===== config.mk =====
export PLATFORM = sky130hd
export DESIGN_NAME = ctc_gd_ctrl
export DESIGN_NICKNAME = d
export VERILOG_FILES = /design/src/rtl/core/ctc_gd_pkg.sv /design/src/rtl/core/ctc_gd_ctrl.sv
export SDC_FILE = /design/constraint.sdc
export NUM_CORES = 1
export LEC_CHECK = 0
export BUFFER_PORTS_ARGS = -buffer_cell sky130_fd_sc_hd__buf_2
export CAP_MARGIN = 5
export CORE_AREA = 3 3 40 42
export DETAILED_ROUTE_END_ITERATION = 16
export DIE_AREA = 0 0 43 45
export GPL_TIMING_DRIVEN = 1
export SLEW_MARGIN = 20
export SYNTH_ARGS = -nofsm -noshare
export SYNTH_HDL_FRONTEND = slang
export SYNTH_SLANG_ARGS = --single-unit

===== constraint.sdc =====
create_clock -name clk -period 1.4 [get_ports clk]
set_input_delay 0.14 -clock clk [delete_from_list [all_inputs] [get_ports clk]]
set_output_delay 0.14 -clock clk [all_outputs]
set_load 0.01 [all_outputs]

===== src/rtl/core/ctc_gd_pkg.sv =====
package ctc_gd_pkg;

  localparam int SCORE_W       = 16;
  localparam int LABEL_W       = 13;
  localparam int CHAR_W        = 11;
  localparam int CFG_CLASS_W   = 14;
  localparam int CFG_DATA_W    = 16;
  localparam int CFG_IDX_W     = 2;

  localparam int MAX_CLASSES_DEF = 8192;
  localparam int MAX_STEPS_DEF   = 1024;

  localparam logic [CFG_CLASS_W-1:0] CLASS_COUNT_RST = CFG_CLASS_W'(6627);
  localparam logic [CFG_CLASS_W-1:0] DICT_SIZE_RST   = CFG_CLASS_W'(6627);
  localparam logic [SCORE_W-1:0]     THRESH_RST      = '0;

  localparam logic [CFG_IDX_W-1:0] CFG_CLASS_COUNT = CFG_IDX_W'(0);
  localparam logic [CFG_IDX_W-1:0] CFG_DICT_SIZE   = CFG_IDX_W'(1);
  localparam logic [CFG_IDX_W-1:0] CFG_THRESHOLD   = CFG_IDX_W'(2);

  localparam int DIV_CNT_W = $clog2(SCORE_W);

  typedef enum logic {
    ST_IDLE,
    ST_DIV
  } ctc_gd_state_t;

  typedef struct packed {
    logic step;
    logic load_step;
    logic div_start;
    logic div_step;
    logic load_div;
  } ctc_gd_cmd_t;

  typedef struct packed {
    logic result;
    logic last;
  } ctc_gd_sts_t;

endpackage


===== src/rtl/core/ctc_gd_ctrl.sv =====
module ctc_gd_ctrl import ctc_gd_pkg::*; (
  input  logic        clk,
  input  logic        rst_n,
  input  logic        in_valid,
  output logic        in_ready,
  output logic        out_valid,
  input  logic        out_ready,
  input  ctc_gd_sts_t sts,
  output ctc_gd_cmd_t cmd
);

  ctc_gd_state_t        state_r, state_nxt;
  logic [DIV_CNT_W-1:0] cnt_r, cnt_nxt;
  logic                 out_valid_r, out_valid_nxt;
  logic                 accept;

  always_ff @(posedge clk) begin
    if (!rst_n) begin
      state_r     <= ST_IDLE;
      cnt_r       <= '0;
      out_valid_r <= 1'b0;
    end else begin
      state_r     <= state_nxt;
      cnt_r       <= cnt_nxt;
      out_valid_r <= out_valid_nxt;
    end
  end

  always_comb begin
    state_nxt     = state_r;
    cnt_nxt       = cnt_r;
    cmd           = '0;
    in_ready      = 1'b0;
    accept        = 1'b0;
    case (state_r)
      ST_IDLE: begin
        in_ready      = !out_valid_r || out_ready;
        accept        = in_valid && in_ready;
        cmd.step      = accept;
        cmd.load_step = accept && sts.result && !sts.last;
        cmd.div_start = accept && sts.last;
        if (cmd.div_start) begin
          state_nxt = ST_DIV;
          cnt_nxt   = '0;
        end
      end
      ST_DIV: begin
        // last quotient bit waits until the output register is free
        if (cnt_r != DIV_CNT_W'(SCORE_W - 1)) begin
          cmd.div_step = 1'b1;
          cnt_nxt      = cnt_r + DIV_CNT_W'(1);
        end else if (!out_valid_r || out_ready) begin
          cmd.div_step = 1'b1;
          cmd.load_div = 1'b1;
          state_nxt    = ST_IDLE;
        end
      end
      default: state_nxt = ST_IDLE;
    endcase

    out_valid_nxt = out_valid_r;
    if (cmd.load_step || cmd.load_div) begin
      out_valid_nxt = 1'b1;
    end else if (out_ready) begin
      out_valid_nxt = 1'b0;
    end
  end

  assign out_valid = out_valid_r;

endmodule


After elaboration in Yosys (flattened, before gate mapping)
Index checks and enable logic that the tools add are counted.
{"block": "totals", "output_inout_bits": 7, "elab_cells": 33, "inputBits": 6, "regBits": 6}
{"block": "classes", "n_addsub": 1, "bitwise_logic": 1, "mux": 15, "reduce_logical": 10, "n_eq_ne": 3}
{"cell": "$mux 1", "count": 8}
{"cell": "$mux 4", "count": 2}
{"cell": "$pmux 4 s2", "count": 1}
{"cell": "$add 4x1->4 const B", "count": 1}
{"cell": "$logic_and 1x1->1", "count": 4}
{"cell": "$mux 2", "count": 2}
{"cell": "$ne 4x4->1 const B", "count": 1}
{"cell": "$mux 3", "count": 1}
{"cell": "$logic_not 1->1", "count": 2}
{"cell": "$logic_or 1x1->1", "count": 2}
{"cell": "$ne 2x1->1 const B", "count": 1}
{"cell": "$ne 2x2->1 const B", "count": 1}
{"cell": "$pmux 1 s2", "count": 1}
{"cell": "$reduce_and 2->1", "count": 1}
{"cell": "$reduce_bool 2->1", "count": 1}
{"cell": "$not 1->1", "count": 1}

Longest topological paths before layout
{"block": "logic_depth", "depth_word": 8, "depth_mapped": 4, "mapped_depth_nobuf": 4}

Worst setup path after synthesis
OpenSTA, ideal clock, no wires.
{"block": "synth_timing", "path_type": "reg-to-output", "from": "register cnt_r[0]", "to": "output port cmd[1] (netlist bit)", "path_stages_with_launch": 4, "required_ns": 1.260, "path_buffers": 0, "slack_ns": 0.284, "arrival_ns": 0.976, "cell_sequence": "dfxtp_1 > ha_1 > and3_1 > a21oi_1"}
{"item": "from (decl)", "line_no": "ctc_gd_ctrl.sv:13", "rtl": "logic [DIV_CNT_W-1:0] cnt_r, cnt_nxt;"}
{"item": "from (signal assigned)", "line_no": "ctc_gd_ctrl.sv:24", "rtl": "cnt_r <= cnt_nxt;"}
{"item": "to (decl)", "line_no": "ctc_gd_ctrl.sv:9", "rtl": "output ctc_gd_cmd_t cmd"}

==> run_results.csv <==
group,metric,value,unit
pwr,totalPowerFinal,0.431,mW
place,routabilityCongestion,0.730,
logic_synthesis,yosys.area_share.simple,38.2,%
logic_synthesis,yosys.area.top_type,"dfxtp_1",
job,maxCapViolations,0,
critical_path,r2r_slack,0.18,ns
grt,grt.overflow.total,0,
layout,diodes,0,
sta,rsz0062_at_grt,"yes",
floorplanning,start_util,29.8,%
logic_synthesis,synth-compound-area-share,20.3,%
logic_synthesis,yosys_register_bits,6,
sta,period_minus_slack,1.36,ns
grt,grtUsageTotal,10.6,%
sta,finalMaxSlewViolations,0,
clock_tree,clockBufferDepth,2,
grt,grt_pass1_vias,358,
sta,finalCritPeriodShare,97.1,%
critical_path,crit_type,"reg2out",
logic_synthesis,avgSynthCellArea,9.57,sq um
floorplanning,die_w,43,um
grt,grt_pass1_wl,1470,um
layout,fin_util,41.6,%
logic_synthesis,syn_inst,40,
routing,drtPass1Iterations,4,
place,dpl.hpwl,624,um
critical_path,required,1.26,ns
logic_synthesis,yosys.area_share.adder,3.27,%
clock_tree,cts_tree,"built",
routing,wl,850,um
pwr,leakagePower,0.222,nW
layout,fin_area,534,sq um
critical_path,path_max_fanout,4,
sta,timing.hold.ws,0.192,ns
pwr,p_per_area,806,nW/um^2
logic_synthesis,synthFlopType,"dfxtp_1",
critical_path,cp-end-kind,"primary output",
routing,drc,0,
layout,nets,67,
logic_synthesis,synthMostInstantiatedCell,"dfxtp_1",
hold_path,holdCritPathClass,"in2reg",
logic_synthesis,synthXorXnorAreaFrac,0,%
place,port_buffers,12,
clock_tree,cts.sinks,6,
clock_tree,cts_max_level,1,
run_status,status,"finished, final reports clean",
sta,fmax,0.736,GHz
logic_synthesis,synth_nets,47,
logic_synthesis,async_flop_share,0,%
sta,finalSetupViolCount,0,
routing,avgRoutedWirePerCell,11.6,um
floorplanning,fp-row-count,13,
sta,tns,0,ns
critical_path,worst_ep_arrival_time,1.22,ns
critical_path,cp-start-kind,"flip-flop",
floorplanning,die-area,1940,sq um
routing,detail_route.vias_per_cell,4.96,
layout,fill_cells,132,
logic_synthesis,synth_top_area_share,31.4,%
logic_synthesis,synth_area_leaders,"dfxtp_1, nor4b_4, nor3_4, o32ai_2, a2111oi_2",
logic_synthesis,synth_common_cells,"dfxtp_1, inv_1, nand2_1",
clock_tree,clkTransAtPathRegs,0.05,ns
sta,slew_headroom,81.5,%
place,postPlaceCellArea,458,sq um
logic_synthesis,synth_top_family_by_area,"simple AND/OR/NAND/NOR gates",
layout,area_growth,39.5,%
pwr,ir_worst_vdd,0.338,mV
layout,layout-drive-gt1-share,58.6,%
routing,via_count,362,
logic_synthesis,yosys_warnings,0,
grt,grt_max_degree,9,
sta,skew,0.00395,ns
logic_synthesis,synthMuxAreaShare,0,%
routing,drt-initial-drc-count,5,
routing,ant_nets,0,
floorplanning,io-pin-count,13,
sta,hold_viol,0,
clock_tree,root_buffer,"clkbuf_4",
floorplanning,dieHeight,45,um
grt,antenna_found_initial,0,
logic_synthesis,synth_area,383,sq um
logic_synthesis,synth_edf_count,0,
floorplanning,core_area,1280,sq um
clock_tree,cts_inserted_buffers,3,
clock_tree,clock_latency,0.25,ns
logic_synthesis,yosysSeqAreaShare,31.4,%
sta,tightest_slew,0.278,ns
logic_synthesis,ys_types,23,
[where the power goes]
part	internal (mW)	switching, mW	total, mW
sequential	0.178	0.00735	0.185
combinational	0.0396	0.0427	0.0823
clock	0.0972	0.0656	0.163
total	0.315	0.116	0.431
[routing by layer]
layer	part of all wire [%]	vias to the layer above	GRT usage, %
li1	-	183	-
met1	41	162	12.1
met2	48	15	16.5
met3	8.5	2	1.59
met4	1.8	0	10.8
met5	0	-	0
[flip-flops by register name (all words and copies together), names as in the netlist]
| name | flops |
|---|---|
| state_r | 1 |
| cnt_r | 4 |
| out_valid | 1 |
[what timing repair did]
item | 4_1_cts | 5_1_grt
buffers inserted | 4 | 0
gates cloned | 0 | 0
resized for setup | 4 | 6
endpoints found under the setup margin | 4 | 4
pin swaps | 3 | 3
hold buffers | 0 | 0
[metrics by stage]
step	cells	worst slack [ns]
floorplan	40	0.284
global placement	67	0.210
detailed placement	67	0.197
CTS	74	-0.0000950
global route	73	-0.00892
finish	73	0.0410
[cell families (layout without fill, tap and decap cells)]
group,count (synthesis),count (layout)
flops,6,6
buf+inv,5,23
fa+ha+maj,1,1
simple gates,19,19
compound gates,9,9
[layout by cell type (no fill, tap or decap), drive strengths merged]
master,instances
buf,16
dfxtp,6
inv,4
nand2,4
nor2,3
clkbuf,3
nor3,3
a21oi,2
o22ai,2
o21a,2
nand2b,2
nor4b,2
nor2b,1
nand3,1
and3,1
o32ai,1
nand4,1
a2111oi,1
o31a,1
and4b,1
ha,1
[final cells by class]
| type | count | area (sq um) | share of cell area, % |
|---|---|---|---|
| multi-input cells | 29 | 262 | 48.9 |
| flip-flops and latches | 6 | 126 | 23.7 |
| repair buffers | 16 | 90.1 | 16.9 |
| clock buffers | 3 | 22.5 | 4.22 |
| well taps | 15 | 18.8 | 3.51 |
| inverters | 4 | 15.0 | 2.81 |
[final timing paths]
path	from	to	cells past startpoint
hold / removal	rst_n	state_r	2
setup reg to reg	out_valid	cnt_r[2]	5
setup / recovery	cnt_r[0]	cmd[1]	4
hold reg to reg	cnt_r[0]	cnt_r[0]	2
[worst max-delay path, cell delays in order (launching register included)]
cell,delay [ns]
dfxtp_2,0.33
ha_2,0.20
and3_4,0.18
a21oi_1,0.12
buf_2,0.14
Power figures use the tool's default switching activity.
