[config.mk]
export PLATFORM = sky130hd
export DESIGN_NAME = ctc_gd_dpath
export DESIGN_NICKNAME = d
export VERILOG_FILES = /design/src/rtl/core/ctc_gd_pkg.sv /design/src/rtl/core/ctc_gd_dpath.sv
export SDC_FILE = /design/constraint.sdc
export NUM_CORES = 1
export LEC_CHECK = 0
export BUFFER_PORTS_ARGS = -buffer_cell sky130_fd_sc_hd__buf_2
export CAP_MARGIN = 0
export CORE_AREA = 2 2 199 201
export DETAILED_ROUTE_END_ITERATION = 7
export DIE_AREA = 0 0 201 203
export MAX_ROUTING_LAYER = met4
export PLACE_DENSITY = 0.57
export SLEW_MARGIN = 20
export SYNTH_ARGS = -nofsm -noshare
export SYNTH_HDL_FRONTEND = slang
export SYNTH_SLANG_ARGS = --single-unit
export TNS_END_PERCENT = 30
[constraint.sdc]
create_clock -name clk -period 6.6 [get_ports clk]
set_input_delay 0.33 -clock clk [delete_from_list [all_inputs] [get_ports clk]]
set_output_delay 0.33 -clock clk [all_outputs]
set_load 0.02 [all_outputs]
[src/rtl/core/ctc_gd_pkg.sv]
package ctc_gd_pkg;

  localparam int SCORE_W       = 16;
  localparam int LABEL_W       = 13;
  localparam int CHAR_W        = 11;
  localparam int CFG_CLASS_W   = 14;
  localparam int CFG_DATA_W    = 16;
  localparam int CFG_IDX_W     = 2;

  localparam int MAX_CLASSES_DEF = 8192;
  localparam int MAX_STEPS_DEF   = 1024;

  localparam logic [CFG_CLASS_W-1:0] CLASS_COUNT_RST = CFG_CLASS_W'(6627);
  localparam logic [CFG_CLASS_W-1:0] DICT_SIZE_RST   = CFG_CLASS_W'(6627);
  localparam logic [SCORE_W-1:0]     THRESH_RST      = '0;

  localparam logic [CFG_IDX_W-1:0] CFG_CLASS_COUNT = CFG_IDX_W'(0);
  localparam logic [CFG_IDX_W-1:0] CFG_DICT_SIZE   = CFG_IDX_W'(1);
  localparam logic [CFG_IDX_W-1:0] CFG_THRESHOLD   = CFG_IDX_W'(2);

  localparam int DIV_CNT_W = $clog2(SCORE_W);

  typedef enum logic {
    ST_IDLE,
    ST_DIV
  } ctc_gd_state_t;

  typedef struct packed {
    logic step;
    logic load_step;
    logic div_start;
    logic div_step;
    logic load_div;
  } ctc_gd_cmd_t;

  typedef struct packed {
    logic result;
    logic last;
  } ctc_gd_sts_t;

endpackage

[src/rtl/core/ctc_gd_dpath.sv]
module ctc_gd_dpath import ctc_gd_pkg::*; #(
  parameter int MAX_CLASSES = MAX_CLASSES_DEF,
  parameter int MAX_STEPS   = MAX_STEPS_DEF
) (
  input  logic                  clk,
  input  logic                  rst_n,
  input  logic                  cfg_we,
  input  logic [CFG_IDX_W-1:0]  cfg_index,
  input  logic [CFG_DATA_W-1:0] cfg_data,
  input  logic [SCORE_W-1:0]    class_score,
  input  logic                  sequence_end,
  input  ctc_gd_cmd_t           cmd,
  output ctc_gd_sts_t           sts,
  output logic [LABEL_W-1:0]    label_index,
  output logic                  label_valid,
  output logic                  sequence_done,
  output logic [SCORE_W-1:0]    mean_score,
  output logic [CHAR_W-1:0]     char_count,
  output logic                  accepted,
  output logic                  dictionary_error
);

  localparam int PW   = (MAX_CLASSES > 1) ? $clog2(MAX_CLASSES) : 1;
  localparam int CMPW = ((PW > CFG_CLASS_W) ? PW : CFG_CLASS_W) + 1;
  localparam int NW   = $clog2(MAX_STEPS + 1);
  localparam int SW   = SCORE_W + NW;

  logic [CFG_CLASS_W-1:0] class_count_r, dict_size_r;
  logic [SCORE_W-1:0]     thresh_r;

  logic [PW-1:0]      pos_r, best_class_r, prev_r;
  logic [SCORE_W-1:0] best_score_r;
  logic [SW-1:0]      sum_r;
  logic [NW-1:0]      cnt_r;
  logic               err_r;

  logic [NW-1:0]      rem_r, divisor_r;
  logic [SCORE_W-1:0] quo_r;
  logic               err_h_r, lbl_valid_h_r;
  logic [PW-1:0]      lbl_idx_h_r;

  logic [CMPW-1:0]    eff;
  logic               take, step_end, candidate, dict_bad, emit;
  logic [SCORE_W-1:0] cur_score;
  logic [PW-1:0]      cur_class;
  logic [SW-1:0]      sum_nxt;
  logic [NW-1:0]      cnt_nxt;
  logic               err_nxt;
  logic [NW:0]        trial;
  logic               qbit;
  logic [NW-1:0]      rem_nxt;
  logic [SCORE_W-1:0] quo_nxt, mean_nxt;

  always_comb begin
    eff = CMPW'(class_count_r);
    if (class_count_r == '0 || CMPW'(class_count_r) > CMPW'(MAX_CLASSES)) begin
      eff = CMPW'(MAX_CLASSES);
    end
    take      = (pos_r == '0) || (class_score > best_score_r);
    cur_score = take ? class_score : best_score_r;
    cur_class = take ? pos_r : best_class_r;
    step_end  = sequence_end || (CMPW'(pos_r) + CMPW'(1) >= eff);
    candidate = step_end && !err_r && cur_class != '0 && cur_class != prev_r;
    dict_bad  = CMPW'(cur_class) >= CMPW'(dict_size_r);
    emit      = candidate && !dict_bad && (cnt_r < NW'(MAX_STEPS));
    err_nxt   = err_r || (candidate && dict_bad);
    sum_nxt   = emit ? sum_r + SW'(cur_score) : sum_r;
    cnt_nxt   = emit ? cnt_r + NW'(1) : cnt_r;
    sts.result = emit || sequence_end;
    sts.last   = sequence_end;
  end

  // restoring divider, one quotient bit per cycle while div_step is set
  always_comb begin
    trial   = {rem_r, quo_r[SCORE_W-1]};
    qbit    = trial >= {1'b0, divisor_r};
    rem_nxt = qbit ? NW'(trial - {1'b0, divisor_r}) : trial[NW-1:0];
    quo_nxt = {quo_r[SCORE_W-2:0], qbit};
    mean_nxt = (divisor_r == '0) ? '0 : quo_nxt;
  end

  always_ff @(posedge clk) begin
    if (!rst_n) begin
      class_count_r <= CLASS_COUNT_RST;
      dict_size_r   <= DICT_SIZE_RST;
      thresh_r      <= THRESH_RST;
    end else if (cfg_we) begin
      case (cfg_index)
        CFG_CLASS_COUNT: class_count_r <= cfg_data[CFG_CLASS_W-1:0];
        CFG_DICT_SIZE:   dict_size_r   <= cfg_data[CFG_CLASS_W-1:0];
        CFG_THRESHOLD:   thresh_r      <= cfg_data[SCORE_W-1:0];
        default: ;
      endcase
    end
  end

  always_ff @(posedge clk) begin
    if (!rst_n) begin
      pos_r        <= '0;
      best_class_r <= '0;
      best_score_r <= '0;
      prev_r       <= '0;
      sum_r        <= '0;
      cnt_r        <= '0;
      err_r        <= 1'b0;
    end else if (cmd.step) begin
      if (sequence_end) begin
        pos_r        <= '0;
        best_class_r <= '0;
        best_score_r <= '0;
        prev_r       <= '0;
        sum_r        <= '0;
        cnt_r        <= '0;
        err_r        <= 1'b0;
      end else begin
        if (step_end) begin
          pos_r        <= '0;
          best_class_r <= '0;
          best_score_r <= '0;
          prev_r       <= cur_class;
        end else begin
          pos_r        <= pos_r + PW'(1);
          best_class_r <= cur_class;
          best_score_r <= cur_score;
        end
        sum_r <= sum_nxt;
        cnt_r <= cnt_nxt;
        err_r <= err_nxt;
      end
    end
  end

  always_ff @(posedge clk) begin
    if (cmd.div_start) begin
      rem_r         <= sum_nxt[SW-1:SCORE_W];
      quo_r         <= sum_nxt[SCORE_W-1:0];
      divisor_r     <= cnt_nxt;
      err_h_r       <= err_nxt;
      lbl_valid_h_r <= emit;
      lbl_idx_h_r   <= emit ? cur_class : '0;
    end else if (cmd.div_step) begin
      rem_r <= rem_nxt;
      quo_r <= quo_nxt;
    end
  end

  always_ff @(posedge clk) begin
    if (cmd.load_step) begin
      label_index      <= LABEL_W'(cur_class);
      label_valid      <= 1'b1;
      sequence_done    <= 1'b0;
      mean_score       <= '0;
      char_count       <= '0;
      accepted         <= 1'b0;
      dictionary_error <= 1'b0;
    end else if (cmd.load_div) begin
      label_index      <= LABEL_W'(lbl_idx_h_r);
      label_valid      <= lbl_valid_h_r;
      sequence_done    <= 1'b1;
      mean_score       <= mean_nxt;
      char_count       <= CHAR_W'(divisor_r);
      accepted         <= mean_nxt > thresh_r;
      dictionary_error <= err_h_r;
    end
  end

endmodule

=== Yosys cells after proc, flatten, opt, wreduce, memory -nomap -nowiden ===
Cells that the tools add are included.

* Bits of input ports: 43
* Bits in registers: 235
* Output and inout port bits: 46
* Word-level logic and storage cells: 87

* $add $sub $neg: 5
* Magnitude comparators: 7
* Reduce and logical (&&, ||, !) cells: 25
* Muxes and demuxes: 24
* Eq/ne operators: 3

{| class="wikitable"
|+ Operators by type and width
! operator !! count
|-
| $mux W13 || 9
|-
| $mux W16 || 6
|-
| $mux W11 || 5
|-
| $mux W27 || 2
|-
| $gt A16 B16 Y1 || 2
|-
| $add A27 B16 Y27 || 1
|-
| $ge A14 B15 Y1 || 1
|-
| $add A13 B1 Y14 const B || 1
|-
| $ge A13 B14 Y1 || 1
|-
| $gt A14 B14 Y1 const B || 1
|-
| $logic_not A14 Y1 || 1
|-
| $mux W14 || 1
|-
| $add A13 B1 Y13 const B || 1
|-
| $logic_not A13 Y1 || 1
|-
| $ne A13 B13 Y1 || 1
|-
| $reduce_bool A13 Y1 || 1
|-
| $ge A12 B11 Y1 || 1
|-
| $add A11 B1 Y11 const B || 1
|-
| $logic_not A11 Y1 || 1
|-
| $lt A11 B11 Y1 const B || 1
|-
| $sub A11 B11 Y11 || 1
|-
| $reduce_and A2 Y1 || 4
|-
| $logic_and A1 B1 Y1 || 6
|-
| $reduce_bool A2 Y1 || 3
|-
| 6 further kinds || 11
|}

=== Longest topological paths before layout ===
* Depth in word-level cells: 12
* Depth in mapped cells: 26
* Depth with buffers taken out: 25

=== Worst setup path after synthesis ===
OpenSTA, ideal clock, no wires.

* Kind: register to register
* Start: register best_score_r[15]
* End: register rem_r[8] (data pin)
* Buffers on the path: 1
* Period minus slack after synthesis: 5.317 ns
* Stages on the path, launching flop included: 21
* Data required time: 6.342 ns
* Setup time: 0.258 ns
* Data arrival time: 5.059 ns
* Setup slack: 1.283 ns
* Path through: dfxtp_1 > inv_1 > ha_1 > nand4_1 > nor4_2 > nand2_1 > a21oi_2 > clkbuf_1 > mux2_2 > ha_1 > nor2b_1 > o31a_1 > o311ai_0 > a31oi_1 > a31oi_1 > nor2b_1 > o21ai_0 > nor2b_1 > nor2_1 > a311o_1 > o221a_2

* Word-level cells in the longest chain between the ends: 10
* Elaborated cells between the ends (all ways): 15
* Those cells by class: add/sub (1); order compare (2); eq/ne (1); mux (4); reduce/logical (7)

{| class="wikitable"
|+ Ends and longest elaborated chain
! item !! RTL line !! text
|-
| start, declared || ctc_gd_dpath.sv:32 || <nowiki>logic [SCORE_W-1:0] best_score_r;</nowiki>
|-
| start signal, assigned || ctc_gd_dpath.sv:124 || <nowiki>best_score_r <= cur_score;</nowiki>
|-
| branches (longest 8 deep; another with $add A27 B16 Y27) || - ||
|-
| $mux W27 (*) || ctc_gd_dpath.sv:67 || <nowiki>sum_nxt = emit ? sum_r + SW'(cur_score) : sum_r;</nowiki>
|-
| $mux W11 (*) || ctc_gd_dpath.sv:134 || <nowiki>if (cmd.div_start) begin</nowiki>
|-
| end signal, assigned || ctc_gd_dpath.sv:135 || <nowiki>rem_r <= sum_nxt[SW-1:SCORE_W];</nowiki>
|-
| end signal, assigned || ctc_gd_dpath.sv:142 || <nowiki>rem_r <= rem_nxt;</nowiki>
|-
| end, declared || ctc_gd_dpath.sv:37 || <nowiki>logic [NW-1:0] rem_r, divisor_r;</nowiki>
|}

Every way passes the cells marked *.
A chain may end at the register's enable or synchronous reset.

==> flow_summary.yaml <==
status:
  outcome: "finished clean"
drt:
  wire_per_inst_um: 18.15
  wl_mm: 39.41
  drt_iter0_markers: 915
  viasPerCell: 5.392
  vias: 11710
  first_pass_iters: 6
  route.detailed.drc: 0
  ant_nets: 0
pwr:
  irDropWorstVdd_mv: 0.1815
  p_leak_nw: 6.321
  power_density_nw_per_um2: 249.2
  finalPower_mw: 3.842
logic_synthesis:
  synth_area_per_cell_sq_um: 8.511
  synth_compound_area_share_pct: 18.14
  synth_top_family_by_area: "simple AND/OR/NAND/NOR gates"
  synth.net_count: 1707
  yosys-top-cells-area: "dfxtp_1 25%, edfxtp_1 15%, ha_1 8.0%"
  synthSimpleGateAreaFrac_pct: 21.37
  yosysSeqAreaShare_pct: 40.00
  synth.ff_latch_count: 235
  synth_warnings: 0
  async_flop_share_pct: 0
  muxShareOfSynthArea_pct: 3.013
  synthesis.area_sq_um: 13410
  synth_cell_type_count: 80
  netlist_instances: 1576
  synthAdderAreaFrac_pct: 8.321
  synth_edf_count: 66
  netlist.area_leader.share_pct: 25.22
  synth_xor_xnor_area_share_pct: 3.657
  synth_top_area_cell: "dfxtp_1"
  synth_flop_cell: "dfxtp_1"
cts:
  clockBufferDepth: 3
  cts_htree_levels: 1
  clk_pin_slew_ps: 60
  clkLatencyLatePin_ps: 580
  cts_setup_buffers: 0
  cts.sinks: 235
  cts_tree: "done"
  clock-root-buffer: "clkbuf_16"
  cts_made_buffers: 28
layout:
  final_nets: 1762
  area_growth_syn_to_layout_pct: 14.93
  final_core_util_pct: 40.08
  drive_gt1_share_pct: 12.58
  antenna_cells: 0
setup_path:
  path_cells: "inv_1 > ha_1 > nand4_1 > nor4_2 > nand2_1 > a21oi_4 > buf_4 > buf_4 > nor2_1 > a21oi_1 > inv_1 > ha_1 > nand2_1 > a2111oi_0 > o2111ai_1 > nor4bb_2 > o21ai_4 > nand2_1 > buf_2"
  rr_worst_depth: 20
  cpPeakStageDelay_ps: 480
  cp_max_fo: 20
  end_kind: "output pin"
  required_ps: 6270
  critical_path.top_delay_family: "compound AO/OA/AOI/OAI gates"
  startpoint_type: "flip-flop"
  r2r_slack_ps: 780
  cp.arrival_ps: 5590
  path_buf_inv: 5
  crit_top_cell: "nand2_1"
  cp.depth: 19
  crit_type: "flip-flop to output pin"
  cpMaxStageDelayCell: "o21ai_4"
timing:
  fin_ws_ps: 679.5
  finalSetupViolations: 0
  maxSlewViolCount: 0
  min_period_over_period_pct: 89.70
  max_freq_ghz: 0.1689
  finalSetupTns_ps: 0
  relSlewSlack_pct: 41.68
  fin_skew_ps: 24.27
  holdWs_ps: 42.88
  worst_slew_pin_slew_ps: 874.8
  rsz0062_at_grt: "no"
  min_period_ps: 5920
  hold_viol: 0
place:
  place.gp.congestion: 0.9216
  pre_cts_ws_ps: 568.9
  portBuffers: 88
  dp_hpwl_mm: 28.93
floorplan:
  die_area_sq_um: 40800
  coreArea_sq_um: 38470
  die-width_um: 201
  io_pins: 89
  die_y_um: 203
  num_rows: 72
  start_util_pct: 34.87
hold_path:
  min_path_type: "input pin to flip-flop"
  holdPathStages: 3
grt:
  antenna_found_initial: 0
  overflow: 0
  grt_start_max_net_pins: 45
  grt_pass1_wl_mm: 62.16
  grt_use_total_pct: 19.57
  grt_pass1_vias: 10880
run:
  cap_violations: 0
[layout make-up]
cell class	count	area (sq um)
Multi-Input combinational cell	1151	7340
Timing Repair Buffer	114	640.6
Sequential cell	235	5365
Inverter	101	379.1
Tap cell	518	648.1
Clock buffer	31	732.0
Fill cell	3871	23050
Clock inverter	21	311.5
[state kept, by name, indices dropped and copies added, names as in the netlist, 13 cells and up]
register	cells
best_class_r	13
best_score_r	16
class_count_r	14
dict_size_r	14
label_index	13
lbl_idx_h_r	13
mean_score	16
pos_r	13
prev_r	13
quo_r	16
sum_r	27
thresh_r	16
[cell usage after synthesis, drive strengths merged, types with 4 or more instances]
master,count
and4,5
mux2i,22
a21o,17
nor3,22
xor2,25
nor2,117
or4,9
a211oi,17
nand3,77
o31ai,6
o21ai,58
mux2,16
o211a,4
nand2,230
edfxtp,66
ha,86
nand2b,15
o21a,15
nor2b,17
a22o,33
dfxtp,169
o311ai,5
o211ai,19
o2111ai,10
clkbuf,70
buf,19
a21oi,110
or2,5
nand4,20
and2,21
a31oi,28
inv,101
xnor2,31
a31o,6
nor4,18
and3,28
or3,9
[logic make-up (layout without fill, tap and decap cells)]
family / Yosys count / count (layout)
buffers and inverters: 190 / 267
muxes: 38 / 38
AOI/OAI and AO/OA: 365 / 365
DFF: 235 / 235
and+or+nand+nor: 604 / 604
adders and majority gates: 88 / 88
xor gates and xnor gates: 56 / 56
[per-layer routing]
layer	vias to the layer above	routed length, um	track usage (%)
li1	5733	-	-
met4	0	837	4.815
met3	61	2439	2.905
met1	5510	19790	28.49
met5	-	0	-
met2	403	16340	28.26
[worst reg2reg max path, cell delays in order, from the launching register on]
cell and delay, ps:
dfxtp_1 340, inv_1 60, ha_1 290, nand4_1 200, nor4_2 440, nand2_1 310, a21oi_4 380, buf_4 270
mux2_2 380, ha_1 340, o21a_1 130, o31a_1 120, o311ai_0 500, a31oi_1 220, a31oi_1 310, nor2b_1 70
o21ai_0 190, nor2b_1 410, nor2_1 150, a311o_1 370, o221a_2 120
[report_power, final]
group          total [mW]  internal (mW)  switching, mW  leakage [nW]
registers            1.60           1.55         0.0514          2.06
logic               0.501          0.184          0.317          3.76
clock network        1.74           1.08          0.661         0.501
total                3.84           2.81           1.03          6.32
[timing repair]
item                                    4_1_cts  5_1_grt
hold buffers                                  2        0
endpoints found under the hold margin         2        0
resized for setup                             0        1
endpoints found under the setup margin        0        2
[cell usage in the layout (no fill, tap or decap), types with 6 or more instances in the layout]
cell | netlist | layout
nand2_1 | 230 | 230
dfxtp_1 | 169 | 169
nor2_1 | 117 | 116
a21oi_1 | 109 | 109
inv_1 | 99 | 98
buf_2 | 8 | 88
ha_1 | 86 | 86
nand3_1 | 77 | 77
edfxtp_1 | 66 | 66
o21ai_0 | 55 | 55
a22o_1 | 33 | 33
xnor2_1 | 31 | 31
a31oi_1 | 28 | 28
clkbuf_16 | 0 | 28
and3_1 | 27 | 27
xor2_1 | 25 | 25
buf_4 | 3 | 24
mux2i_1 | 21 | 21
nor3_1 | 20 | 20
and2_1 | 20 | 20
nand4_1 | 20 | 20
o211ai_1 | 19 | 19
a21o_1 | 17 | 17
nor2b_1 | 17 | 17
nor4_1 | 16 | 16
a211oi_1 | 17 | 16
mux2_2 | 16 | 16
nand2b_1 | 15 | 15
o21a_1 | 15 | 15
or3_1 | 9 | 9
or4_1 | 9 | 9
o2111ai_1 | 8 | 8
bufinv_16 | 0 | 7
o31ai_1 | 6 | 6
[per-stage QoR]
stage / instance area, sq um / cells
after floorplan: 13410 / 1576
after global placement: 14340 / 2117
after detailed placement: 14340 / 2117
after CTS: 15410 / 2171
after global routing: 15420 / 2171
final: 15420 / 2171
[worst paths after layout]
path                         start                end
setup reg to reg  best_score_r[14]           rem_r[8]
hold reg to reg       thresh_r[13]       thresh_r[13]
hold / removal        cfg_data[10]  class_count_r[10]
setup / recovery  best_score_r[14]             sts[1]
Note: power is estimated with default switching activity, not from simulation.
